[src/design/oidb_pkg.sv]
// Shared types and constants for the object identifier text to BER encoder.
// Holds the arc job that travels from the front end to the byte emitter.
// No dependencies.
package oidb_pkg;

	localparam int unsigned ArcWidth      = 64;
	localparam int unsigned GroupCount    = 10;
	localparam int unsigned GroupIdxWidth = 4;
	localparam int unsigned QueueDepthDef = 4;
	localparam int unsigned OutDataWidth  = 32;

	localparam logic [7:0] CharDot  = 8'd46;
	localparam logic [7:0] CharZero = 8'd48;
	localparam logic [7:0] TagAbs   = 8'h06;
	localparam logic [7:0] TagRel   = 8'h0d;
	localparam logic [7:0] MoreBit  = 8'h80;

	typedef enum logic {
		OP_CHAR = 1'b0,
		OP_END  = 1'b1
	} op_t;

	typedef struct packed {
		logic [ArcWidth-1:0] value;
		logic                last_arc;
		logic                empty_text;
		logic                abs_form;
	} job_t;

	typedef struct packed {
		logic [7:0] total_length;
		logic [7:0] tag_code;
		logic       content_valid;
		logic [7:0] out_byte;
	} result_t;

	function automatic logic [6:0] arc_group(input logic [ArcWidth-1:0] v,
			input logic [GroupIdxWidth-1:0] g);
		logic [7*GroupCount-1:0] ext;
		ext = {{(7*GroupCount-ArcWidth){1'b0}}, v};
		if (g >= GroupIdxWidth'(GroupCount)) begin
			return 7'd0;
		end
		return ext[7*g +: 7];
	endfunction

	function automatic logic [GroupIdxWidth-1:0] top_group(input logic [ArcWidth-1:0] v);
		logic [GroupIdxWidth-1:0] top;
		top = '0;
		for (int g = 1; g < GroupCount; g++) begin
			if (arc_group(v, GroupIdxWidth'(g)) != 7'd0) begin
				top = GroupIdxWidth'(g);
			end
		end
		return top;
	endfunction

endpackage

[src/design/oidb_front.sv]
// Front end of the encoder: accepts characters, accumulates arcs in decimal
// and hands finished arcs to the job queue. Depends on oidb_pkg.
module oidb_front (
	input  logic          clk,
	input  logic          arst_n,
	input  logic          in_valid,
	output logic          in_ready,
	input  logic          in_op,
	input  logic [7:0]    in_char,
	output logic          push_valid,
	input  logic          push_full,
	output oidb_pkg::job_t push_job
);
	import oidb_pkg::*;

	logic                started_q;
	logic                abs_q;
	logic [ArcWidth-1:0] arc_q;
	logic [ArcWidth-1:0] first_q;
	logic [1:0]          cnt_q;

	logic                accept;
	logic                is_dot;
	logic                abs_eff;
	logic [ArcWidth-1:0] merged;
	logic [ArcWidth-1:0] arc_next;
	logic                do_merge;

	assign in_ready = !push_full;
	assign accept   = in_valid && in_ready;
	assign is_dot   = (in_char == CharDot);
	assign abs_eff  = started_q ? abs_q : !is_dot;
	assign merged   = arc_q + (first_q << 5) + (first_q << 3);
	assign arc_next = (arc_q << 3) + (arc_q << 1) + ArcWidth'(in_char) - ArcWidth'(CharZero);
	assign do_merge = abs_eff && (cnt_q == 2'd1);

	always_comb begin
		push_valid          = 1'b0;
		push_job.value      = do_merge ? merged : arc_q;
		push_job.last_arc   = 1'b0;
		push_job.empty_text = 1'b0;
		push_job.abs_form   = abs_eff;
		if (accept) begin
			if (in_op == OP_END) begin
				push_valid          = 1'b1;
				push_job.last_arc   = 1'b1;
				push_job.empty_text = !started_q;
			end else if (is_dot && started_q) begin
				push_valid = (cnt_q != 2'd0) || !abs_q;
			end
		end
	end

	always_ff @(posedge clk or negedge arst_n) begin
		if (!arst_n) begin
			started_q <= 1'b0;
			abs_q     <= 1'b0;
			arc_q     <= '0;
			first_q   <= '0;
			cnt_q     <= 2'd0;
		end else if (accept) begin
			if (in_op == OP_END) begin
				started_q <= 1'b0;
				abs_q     <= 1'b0;
				arc_q     <= '0;
				first_q   <= '0;
				cnt_q     <= 2'd0;
			end else if (!started_q && is_dot) begin
				started_q <= 1'b1;
				abs_q     <= 1'b0;
			end else begin
				started_q <= 1'b1;
				abs_q     <= abs_eff;
				if (is_dot) begin
					if (abs_eff && cnt_q == 2'd0) begin
						first_q <= arc_q;
					end
					arc_q <= '0;
					if (cnt_q != 2'd2) begin
						cnt_q <= cnt_q + 2'd1;
					end
				end else begin
					arc_q <= arc_next;
				end
			end
		end
	end

endmodule

[src/design/oidb_fifo.sv]
// Short queue of arc jobs between the front end and the byte emitter.
// Depends on oidb_pkg.
module oidb_fifo #(
	parameter int unsigned DEPTH = oidb_pkg::QueueDepthDef
) (
	input  logic           clk,
	input  logic           arst_n,
	input  logic           push,
	input  oidb_pkg::job_t push_job,
	output logic           full,
	input  logic           pop,
	output oidb_pkg::job_t head_job,
	output logic           empty
);
	import oidb_pkg::*;

	localparam int unsigned PW = (DEPTH > 1) ? $clog2(DEPTH) : 1;
	localparam int unsigned CW = $clog2(DEPTH + 1);

	job_t          mem_q [DEPTH];
	logic [PW-1:0] wr_q;
	logic [PW-1:0] rd_q;
	logic [CW-1:0] cnt_q;
	logic          do_push;
	logic          do_pop;

	assign full     = (cnt_q == CW'(DEPTH));
	assign empty    = (cnt_q == '0);
	assign do_push  = push && !full;
	assign do_pop   = pop && !empty;
	assign head_job = mem_q[rd_q];

	always_ff @(posedge clk) begin
		if (do_push) begin
			mem_q[wr_q] <= push_job;
		end
	end

	always_ff @(posedge clk or negedge arst_n) begin
		if (!arst_n) begin
			wr_q  <= '0;
			rd_q  <= '0;
			cnt_q <= '0;
		end else begin
			if (do_push) begin
				wr_q <= (wr_q == PW'(DEPTH - 1)) ? '0 : wr_q + PW'(1);
			end
			if (do_pop) begin
				rd_q <= (rd_q == PW'(DEPTH - 1)) ? '0 : rd_q + PW'(1);
			end
			if (do_push && !do_pop) begin
				cnt_q <= cnt_q + CW'(1);
			end else if (do_pop && !do_push) begin
				cnt_q <= cnt_q - CW'(1);
			end
		end
	end

endmodule

[src/design/oidb_back.sv]
// Back end of the encoder: splits each queued arc into base-128 bytes, keeps
// the content length and drives the registered result channel. Depends on oidb_pkg.
module oidb_back (
	input  logic           clk,
	input  logic           arst_n,
	input  logic           job_empty,
	input  oidb_pkg::job_t job,
	output logic           job_pop,
	output logic           out_valid,
	input  logic           out_ready,
	output oidb_pkg::result_t out_res,
	output logic           out_last
);
	import oidb_pkg::*;

	typedef enum logic [1:0] {
		ST_IDLE = 2'b01,
		ST_EMIT = 2'b10
	} state_t;

	state_t                   state_q;
	job_t                     cur_q;
	logic [GroupIdxWidth-1:0] grp_q;
	logic [7:0]               len_q;
	logic                     oval_q;
	result_t                  ores_q;
	logic                     olast_q;

	logic       advance;
	logic       end_of_arc;
	logic [7:0] len_next;
	logic [6:0] grp_bits;
	result_t    res;
	logic       res_last;

	assign out_valid  = oval_q;
	assign out_res    = ores_q;
	assign out_last   = olast_q;
	assign job_pop    = (state_q == ST_IDLE) && !job_empty;
	assign advance    = (state_q == ST_EMIT) && (!oval_q || out_ready);
	assign end_of_arc = cur_q.empty_text || (grp_q == '0);
	assign len_next   = len_q + 8'd1;
	assign grp_bits   = arc_group(cur_q.value, grp_q);

	always_comb begin
		res_last = cur_q.last_arc && end_of_arc;
		if (cur_q.empty_text) begin
			res.out_byte      = 8'd0;
			res.content_valid = 1'b0;
			res.tag_code      = 8'd0;
			res.total_length  = 8'd0;
		end else begin
			res.out_byte      = (grp_q == '0) ? {1'b0, grp_bits} : (MoreBit | {1'b0, grp_bits});
			res.content_valid = 1'b1;
			res.tag_code      = cur_q.abs_form ? TagAbs : TagRel;
			res.total_length  = res_last ? len_next : 8'd0;
		end
	end

	always_ff @(posedge clk) begin
		if (job_pop) begin
			cur_q <= job;
			grp_q <= top_group(job.value);
		end else if (advance && !end_of_arc) begin
			grp_q <= grp_q - GroupIdxWidth'(1);
		end
		if (advance) begin
			ores_q  <= res;
			olast_q <= res_last;
		end
	end

	always_ff @(posedge clk or negedge arst_n) begin
		if (!arst_n) begin
			state_q <= ST_IDLE;
			len_q   <= 8'd0;
			oval_q  <= 1'b0;
		end else begin
			case (state_q)
				ST_IDLE: begin
					if (!job_empty) begin
						state_q <= ST_EMIT;
					end
				end
				ST_EMIT: begin
					if (advance && end_of_arc) begin
						state_q <= ST_IDLE;
					end
				end
				default: state_q <= ST_IDLE;
			endcase
			if (advance) begin
				len_q <= (res_last || cur_q.empty_text) ? 8'd0 : len_next;
			end
			if (advance) begin
				oval_q <= 1'b1;
			end else if (out_ready) begin
				oval_q <= 1'b0;
			end
		end
	end

endmodule

[src/design/oid_text_to_ber_encoder_unit.sv]
// Object identifier text to BER content bytes encoder, top level.
// Instantiates oidb_front, oidb_fifo and oidb_back; depends on oidb_pkg.
//
// The slave channel carries one character per transfer in s_tdata, with
// s_tuser high on the transfer that marks the end of the text. The master
// channel carries one content byte per transfer; m_tlast marks the final
// byte of an identifier, which also holds the content length.
// Characters are taken one per cycle while the queue has room. A dot or
// the end of text hands the finished arc to a queue of QUEUE_DEPTH entries;
// the emitter drains it, loading each arc and then sending one byte per
// cycle while the receiver keeps up. With the queue empty, the first byte
// of an arc passes through the queue, the job register and the result
// register. Digits keep flowing while bytes drain; s_tready drops only
// while the queue is full. When m_tready is low the result register holds
// its transfer and the emitter waits, and the queue absorbs further arcs
// until it fills. Reset clears the accumulator, the queue and the result
// valid flag; the block is ready for the first character once reset ends.
module oid_text_to_ber_encoder_unit #(
	parameter int unsigned QUEUE_DEPTH = oidb_pkg::QueueDepthDef
) (
	input  logic        clk,
	input  logic        arst_n,
	input  logic        s_tvalid,
	output logic        s_tready,
	input  logic [7:0]  s_tdata,  // [7:0] char_code
	input  logic        s_tuser,  // [0] op
	output logic        m_tvalid,
	input  logic        m_tready,
	output logic [oidb_pkg::OutDataWidth-1:0] m_tdata,
	// [7:0] out_byte, [8] content_valid, [16:9] tag_code, [24:17] total_length
	output logic        m_tlast
);
	import oidb_pkg::*;

	logic    push_valid;
	logic    push_full;
	job_t    push_job;
	logic    pop;
	logic    q_empty;
	job_t    head_job;
	result_t res;

	oidb_front u_front (
		.clk        (clk),
		.arst_n     (arst_n),
		.in_valid   (s_tvalid),
		.in_ready   (s_tready),
		.in_op      (s_tuser),
		.in_char    (s_tdata),
		.push_valid (push_valid),
		.push_full  (push_full),
		.push_job   (push_job)
	);

	oidb_fifo #(
		.DEPTH (QUEUE_DEPTH)
	) u_fifo (
		.clk      (clk),
		.arst_n   (arst_n),
		.push     (push_valid),
		.push_job (push_job),
		.full     (push_full),
		.pop      (pop),
		.head_job (head_job),
		.empty    (q_empty)
	);

	oidb_back u_back (
		.clk       (clk),
		.arst_n    (arst_n),
		.job_empty (q_empty),
		.job       (head_job),
		.job_pop   (pop),
		.out_valid (m_tvalid),
		.out_ready (m_tready),
		.out_res   (res),
		.out_last  (m_tlast)
	);

	assign m_tdata = {{(OutDataWidth - $bits(result_t)){1'b0}}, res};

endmodule

[config.mk]
export PLATFORM = sky130hd
export DESIGN_NAME = oid_text_to_ber_encoder_unit
export DESIGN_NICKNAME = d
export VERILOG_FILES = /design/src/design/oidb_pkg.sv /design/src/design/oidb_front.sv /design/src/design/oidb_fifo.sv /design/src/design/oidb_back.sv /design/src/design/oid_text_to_ber_encoder_unit.sv
export SDC_FILE = /design/constraint.sdc
export NUM_CORES = 1
export LEC_CHECK = 0
export BUFFER_PORTS_ARGS = -buffer_cell sky130_fd_sc_hd__buf_2
export CAP_MARGIN = 20
export CORE_UTILIZATION = 30
export DETAILED_ROUTE_END_ITERATION = 16
export PLACE_DENSITY_LB_ADDON = 0.08
export SETUP_SLACK_MARGIN = 0.15
export SYNTH_ARGS = -nofsm -noshare
export SYNTH_HDL_FRONTEND = slang
export SYNTH_SLANG_ARGS = --single-unit
[constraint.sdc]
create_clock -name clk -period 4.65 [get_ports clk]
set_input_delay 0.2325 -clock clk [delete_from_list [all_inputs] [get_ports clk]]
set_output_delay 0.2325 -clock clk [all_outputs]
set_load 0.02 [all_outputs]
==> metrics.md, run 1 <==
| Metric | Value |
|---|---|
| Outcome | `completed` |
| First-pass GRT wire length | `131,000 um` |
| Critical path's most frequent cell | `inv_2` |
| Startpoint Class | `register` |
| Total global routing overflow | `0` |
| DRT iter0 DRCs | `1,170` |
| Initial antenna violation count | `0` |
| CP endpoint kind | `register` |
| Fmax | `226 MHz` |
| CTS H-tree depth | `2` |
| Antenna cell count | `0` |
| Placed instance area | `0.0324 mm2` |
| Chip height | `320 um` |
| Number of buffers created by CTS | `60` |
| P&R area growth vs syn | `13.7%` |
| Layout cell share with drive strength beyond 1 | `13.0%` |
| Hpwl dp | `62,700 um` |
| Slowest CP cell | `fa_1` |
| PortBufs | `36` |
| WL final | `85,000 um` |
| Initial DRT Pass Iterations | `5` |
| Worst Setup Path Type | `reg2reg` |
| CTS Buffer Depth | `3` |
| Final Cycle Share | `between 90% and 100%` |
| I/O pins | `between 40 and 50` |
| Initial Util | `30.3%` |
| Top delay family on crit path | `compound AO/OA/AOI/OAI gates` |
| Core Rows | `~120` |
| Vias in the first global route | `roughly 21,000` |
| Final #Nets | `3,003` |
| Hold Path Class | `in2reg` |
| Cell Chain, Critical Path | `inv_2 -> fa_1 -> inv_1 -> ha_1 -> ha_2 -> inv_2 -> fa_2 -> nor2b_4 -> o211ai_1 -> a21boi_2 -> o211ai_4 -> a2111oi_4 -> o211ai_2 -> a2111o_1 -> and2_4 -> xnor2_1 -> a22o_1` |
| Largest net degree at the start of global routing | `between 90 and 100` |
| Async S/R FF share, synth | `29.0%` |
| Die X | `between 300 and 400 um` |
| Min Tclk post-route | `4.43 ns` |
| Buf/Inv on CP | `3` |
| Cell variety after synth | `88` |
| Final setup fails | `0` |
| Cells after Synth | `about 2,600` |
| Final routed DRC violation total | `0` |
| Seq/Total Area, Yosys | `between 40% and 50%` |
| Leading cell type in the layout, fill and taps excluded | `edfxtp_1` |
| Post-Syn Area | `0.0303 mm2` |
| Most frequent cells in the layout | `edfxtp_1 (360), ha_1 (250), nand2_1 (244)` |
| Worst Path Max Fanout | `3` |
| WP data required | `5.17 ns` |
| Clock Skews | `0.0227 ns` |
| Core Area | `between 0.1 and 0.15 mm2` |
| Worst-Skew Late Latency | `0.64 ns` |
| Routed len/inst | `between 20 and 25 um` |
| Slew @ Worst Pin | `1.05 ns` |
| Post-synth EDFFs | `360` |
| Via density | `5.01` |
| Max cap viols | `0` |
| Vias | `20,100` |
| Post-layout instance area | `0.0345 mm2` |
| Root buffer cell | `clkbuf_16` |
| Synth Flop Type | `edfxtp_1` |
| Crit path largest cell delay | `0.50 ns` |
| CTS sink cnt | `507` |
| Slew margin rel. | `29.1%` |
| Yosys reg bits | `507` |
| YS warnings | `0` |
| Crit path DAT | `4.95 ns` |
| RSZ-0062 raised after global routing | `true` |
| Hold Violations, Final | `0` |
| GPL Wtd Cong | `just under 0.8` |
| ANT nets after route | `0` |
| Syn_area_per_cell | `11.6 um2` |
| CTS tree | `done` |
| Die area | `0.102 mm2` |
| CTS clk-pin slew, worst paths | `~0.06 ns` |
| Fin. max-slew vios | `0` |
| GRT Util Overall | `16.7%` |
[synth_stat cells, types with 4 or more instances]
library cell	number	area [um2]
nand4_1	39	244
mux4_2	81	1820
edfxtp_1	360	10800
o21ai_0	132	661
o21a_1	14	105
buf_1	10	37.5
and3_1	16	100
nand3_1	38	190
and2_1	23	144
or4_1	10	75.1
a221o_1	5	50.1
nor2b_1	12	75.1
o31ai_1	72	541
xor2_1	58	508
a211oi_1	13	97.6
a211o_1	7	61.3
a21oi_1	138	691
nand2b_1	10	62.6
o22ai_1	4	25.0
inv_1	228	856
nor2_1	102	383
nor3_1	22	110
or3_1	8	50.1
clkbuf_1	99	372
a21o_1	80	601
a21boi_0	8	60.1
o21ai_1	23	115
a31oi_1	16	100
nor4_1	13	81.3
o2111ai_1	5	43.8
dfrtp_1	146	3650
xnor2_1	59	517
fa_1	66	1320
buf_2	14	70.1
ha_1	251	3140
o21bai_1	19	143
mux2i_1	9	90.1
nand2_1	245	920
o41ai_1	4	35.0
a22o_1	51	447
o211ai_1	9	67.6
buf_4	13	97.6
[through the flow]
stage               hold slack [ns]  instances  TNS [ns]  setup slack (ns)  utilization, %
global route                  0.132       4023         0            0.0251            34.4
detailed placement            0.298       3906    -0.207           -0.0665            32.4
CTS                          0.0872       4022         0             0.185            34.4
global placement              0.294       3906    -0.118           -0.0629            32.4
floorplan                   -0.0631       2618         0             0.684               -
finish                        0.119       4023         0             0.218            34.4
[flip-flops by register name, indices dropped and copies added (netlist names), 3 cells and up]
register,cells
u_front.first_q,61
u_back.len_q,8
u_front.arc_q,64
u_back.cur_q,67
u_fifo.mem_q,268
u_fifo.cnt_q,3
u_back.out_res,20
u_back.grp_q,4
[area by class of cell]
type                            count  area [um2]
Clock buffer                       87        1700
Inverter                          229         860
Fill cell                        9950       65700
Multi-Input combinational cell   1745       14600
Tap cell                         1298        1620
Timing Repair Buffer              130         997
Sequential cell                   507       14500
Clock inverter                     27         262
[worst paths after layout]
path / startpoint / endpoint / slack (ns) / cells after the start
min in group asynchronous: arst_n / u_back.len_q[6] / 0.17 / 2
min: s_tdata[0] / u_front.arc_q[0] / 0.12 / 3
max in group asynchronous: arst_n / u_front.first_q[9] / 3.46 / 3
max reg2reg: u_front.arc_q[2] / u_front.arc_q[55] / 0.22 / 17
max: u_front.arc_q[2] / u_front.arc_q[55] / 0.22 / 17
min reg2reg: u_back.len_q[7] / u_back.len_q[7] / 0.51 / 2
[metal layers]
| metal | wire length (um) | share of wire [%] | vias to the layer above | track usage [%] |
|---|---|---|---|---|
| met4 | 2030 | 2.4 | 0 | 4.49 |
| met2 | 37500 | 44 | 300 | 25.8 |
| li1 | - | - | 9755 | - |
| met1 | 43100 | 51 | 9979 | 24.6 |
| met3 | 2350 | 2.8 | 103 | 1.98 |
| met5 | 0 | 0 | - | 0 |
[what timing repair did]
| item | CTS | global route |
|---|---|---|
| resized for setup | 6 | 22 |
| setup buffers | 0 | 1 |
| gates cloned | 0 | 0 |
| hold endpoints to repair | 54 | 0 |
| hold buffers | 2 | 0 |
| endpoints found under the setup margin | 17 | 69 |
| pin swaps | 7 | 10 |
[logic make-up (layout without fill, tap and decap cells)]
logic type | after synthesis | after routing | synth area share (%)
DFF | 507 | 507 | 47.8
muxes | 92 | 92 | 6.38
AOI/OAI and AO/OA | 653 | 653 | 14.6
other | 1 | 11 | 0.0124
xor gates and xnor gates | 117 | 117 | 3.38
adders and majority gates | 317 | 317 | 14.7
and+or+nand+nor | 555 | 555 | 8.44
buffers and inverters | 366 | 473 | 4.75
[worst reg2reg max path, cell delays in order, from the launching register on]
cell and delay [ns]:
dfrtp_1 0.36, inv_2 0.06, fa_1 0.50, inv_1 0.05
ha_1 0.27, ha_2 0.19, inv_2 0.05, fa_2 0.39
nor2b_4 0.13, o211ai_1 0.22, a21boi_2 0.30, o211ai_4 0.14
a2111oi_4 0.46, o211ai_2 0.20, a2111o_1 0.50, and2_4 0.20
xnor2_1 0.11, a22o_1 0.20
Power of run 1 is not shown: default switching activity piles up to over one toggle a cycle in this logic, so the estimate is an artifact.
==> run 2, diff against run 1 <==
--- a/config.mk
+++ b/config.mk
@@ -10,6 +10,7 @@
 export CORE_UTILIZATION = 30
 export DETAILED_ROUTE_END_ITERATION = 16
 export PLACE_DENSITY_LB_ADDON = 0.08
+export RECOVER_POWER = 25
 export SETUP_SLACK_MARGIN = 0.15
 export SYNTH_ARGS = -nofsm -noshare
 export SYNTH_HDL_FRONTEND = slang
==> metrics.md, run 2 (synthesis gave the netlist of run 1 again) <==
| Metric | Value |
|---|---|
| Outcome | `finished with violations (was completed)` |
| Violated checks | `max-capacitance violations, max-slew violations` |
| ANT nets after route | `0 (unchanged)` |
| Core Rows | `116 (unchanged)` |
| CTS Buffer Depth | `3 (unchanged)` |
| Root buffer cell | `clkbuf_16 (unchanged)` |
| Crit path DAT | `4.94 ns (was 4.95 ns)` |
| CTS H-tree depth | `2 (unchanged)` |
| Vias | `20,100 (about the same)` |
| First-pass GRT wire length | `131,000 um (unchanged)` |
| Top delay family on crit path | `compound AO/OA/AOI/OAI gates (unchanged)` |
| CTS sink cnt | `507 (unchanged)` |
| GRT Util Overall | `16.7% (unchanged)` |
| Cell Chain, Critical Path | `inv_2 -> fa_1 -> inv_1 -> ha_1 -> ha_2 -> inv_2 -> fa_2 -> nor2b_4 -> o211ai_1 -> a21boi_2 -> o211ai_4 -> a2111oi_4 -> o211ai_2 -> a2111o_1 -> and2_4 -> xnor2_1 -> a22o_1 (unchanged)` |
| Fin. max-slew vios | `95 (was 0)` |
| Max FFs per register | `268 (unchanged)` |
| CTS clk-pin slew, worst paths | `0.06 ns (about the same)` |
| Clock Skews | `0.0224 ns (was 0.0227 ns)` |
| Fmax | `226 MHz (about the same)` |
| Fillcell total | `9,972 (was 9,950)` |
| GPL Wtd Cong | `0.788 (unchanged)` |
| Hold Violations, Final | `0 (unchanged)` |
| Layout cell share with drive strength beyond 1 | `11.9% (was 13.0%)` |
| Min Tclk post-route | `4.42 ns (was 4.43 ns)` |
| Final #Nets | `3,003 (unchanged)` |
| Final routed DRC violation total | `0 (unchanged)` |
| Worst Path Max Fanout | `3 (unchanged)` |
| WHS Path Cells | `3 (unchanged)` |
| Antenna cell count | `0 (unchanged)` |
| Startpoint Class | `register (unchanged)` |
| Critical path's most frequent cell | `inv_2 (unchanged)` |
| Core Area | `0.100 mm2 (unchanged)` |
| Vias in the first global route | `20,800 (unchanged)` |
| Most frequent cells in the layout | `edfxtp_1 (360), ha_1 (250), nand2_1 (244) (unchanged)` |
| Leading cell type in the layout, fill and taps excluded | `edfxtp_1 (unchanged)` |
| Routed len/inst | `21.1 um (about the same)` |
| I/O pins | `48 (unchanged)` |
| Total global routing overflow | `0 (unchanged)` |
| PortBufs | `36 (unchanged)` |
| WL final | `85,000 um (about the same)` |
| Top Registers | `u_fifo.mem_q (268), u_back.cur_q (67), u_front.arc_q (64) (unchanged)` |
| Slowest CP cell | `fa_1 (unchanged)` |
| Die area | `0.102 mm2 (unchanged)` |
| Number of buffers created by CTS | `60 (unchanged)` |
| Initial Util | `30.3% (unchanged)` |
| Final Cycle Share | `95.1% (was 95.3%)` |
| CTS tree | `done (unchanged)` |
| Crit path largest cell delay | `0.50 ns (about the same)` |
| Hold_ws | `0.120 ns (was 0.119 ns)` |
| Hpwl dp | `62,700 um (unchanged)` |
| Die X | `320 um (unchanged)` |
| Initial antenna violation count | `0 (unchanged)` |
| DRT iter0 DRCs | `1,203 (was 1,170)` |
| R2R cell count | `17 (unchanged)` |
| Largest net degree at the start of global routing | `95 (unchanged)` |
| Slew margin rel. | `-67.5% (was 29.1%)` |
| RSZ-0062 raised after global routing | `true (unchanged)` |
| Max cap viols | `1 (was 0)` |
| P&R area growth vs syn | `13.5% (was 13.7%)` |
| Slew @ Worst Pin | `2.51 ns (was 1.05 ns)` |
| Buf/Inv on CP | `3 (unchanged)` |
| Hold Path Class | `in2reg (unchanged)` |
| WP data required | `5.17 ns (about the same)` |
| Chip height | `320 um (unchanged)` |
| Worst-Skew Late Latency | `0.64 ns (about the same)` |
| Final setup fails | `0 (unchanged)` |
| Initial DRT Pass Iterations | `5 (unchanged)` |
| Via density | `5.00 (was 5.01)` |
| Worst Setup Path Type | `reg2reg (unchanged)` |
| Critical path depth | `17 (unchanged)` |
| Largest Register | `u_fifo.mem_q (unchanged)` |
| CP endpoint kind | `register (unchanged)` |
==> run 2: cell types whose count changed in the layout (fill, tap and decap cells not counted), sizes merged <==
cell / before / now
buf: 128 / 98
clkbuf: 87 / 117
==> run 2: tightest hold or removal path: stages <==
cell and delay (ns):
buf_2 0.11, a22oi_1 0.17, o22ai_1 0.18
==> run 2: final timing paths <==
check                                 startpoint            endpoint  slack, ns
worst max-delay path            u_front.arc_q[2]   u_front.arc_q[55]       0.23
worst min-delay path                  s_tdata[0]    u_front.arc_q[0]       0.12
worst max register to register  u_front.arc_q[2]   u_front.arc_q[55]       0.23
worst min register to register   u_fifo.cnt_q[2]     u_fifo.cnt_q[2]       0.51
max in group asynchronous                 arst_n  u_front.first_q[9]       1.55
min in group asynchronous                 arst_n     u_back.len_q[6]       0.16
==> run 2: layer usage <==
metal | vias up | part of all wire, % | global-route usage [%]
li1 | 9752 | - | -
met3 | 104 | 3.2 | 1.98
met1 | 9959 | 50 | 24.6
met2 | 314 | 44 | 25.8
met4 | 0 | 2.4 | 4.49
met5 | - | 0 | 0
==> run 2: timing repair <==
action / 4_1_cts / 5_1_grt
setup buffers: 0 / 1
hold endpoints to repair: 54 / 0
hold buffers: 2 / 0
endpoints found under the setup margin: 17 / 69
pin swaps: 7 / 10
gates resized for setup: 6 / 22
==> run 2: area by class of cell <==
type / instances / area, um2 / share of cell area (%)
well taps: 1298 / 1620 / 4.72
clock inverters: 27 / 262 / 0.759
multi-input cells: 1745 / 14600 / 42.3
clock buffers: 87 / 1700 / 4.92
repair buffers: 130 / 933 / 2.71
inverters: 229 / 860 / 2.50
flip-flops and latches: 507 / 14500 / 42.1
==> run 2: stage by stage <==
step	std cells	util, %	instance area (um2)	setup TNS [ns]	setup slack (ns)
detailed placement	3906	32.4	32400	-0.207	-0.0665
global placement	3906	32.4	32400	-0.118	-0.0629
global route	4023	34.4	34400	0	0.0163
floorplan	2618	-	30400	0	0.684
CTS	4022	34.4	34400	0	0.185
finish	4023	34.4	34400	0	0.226
Power of run 2 is left out for the same reason.
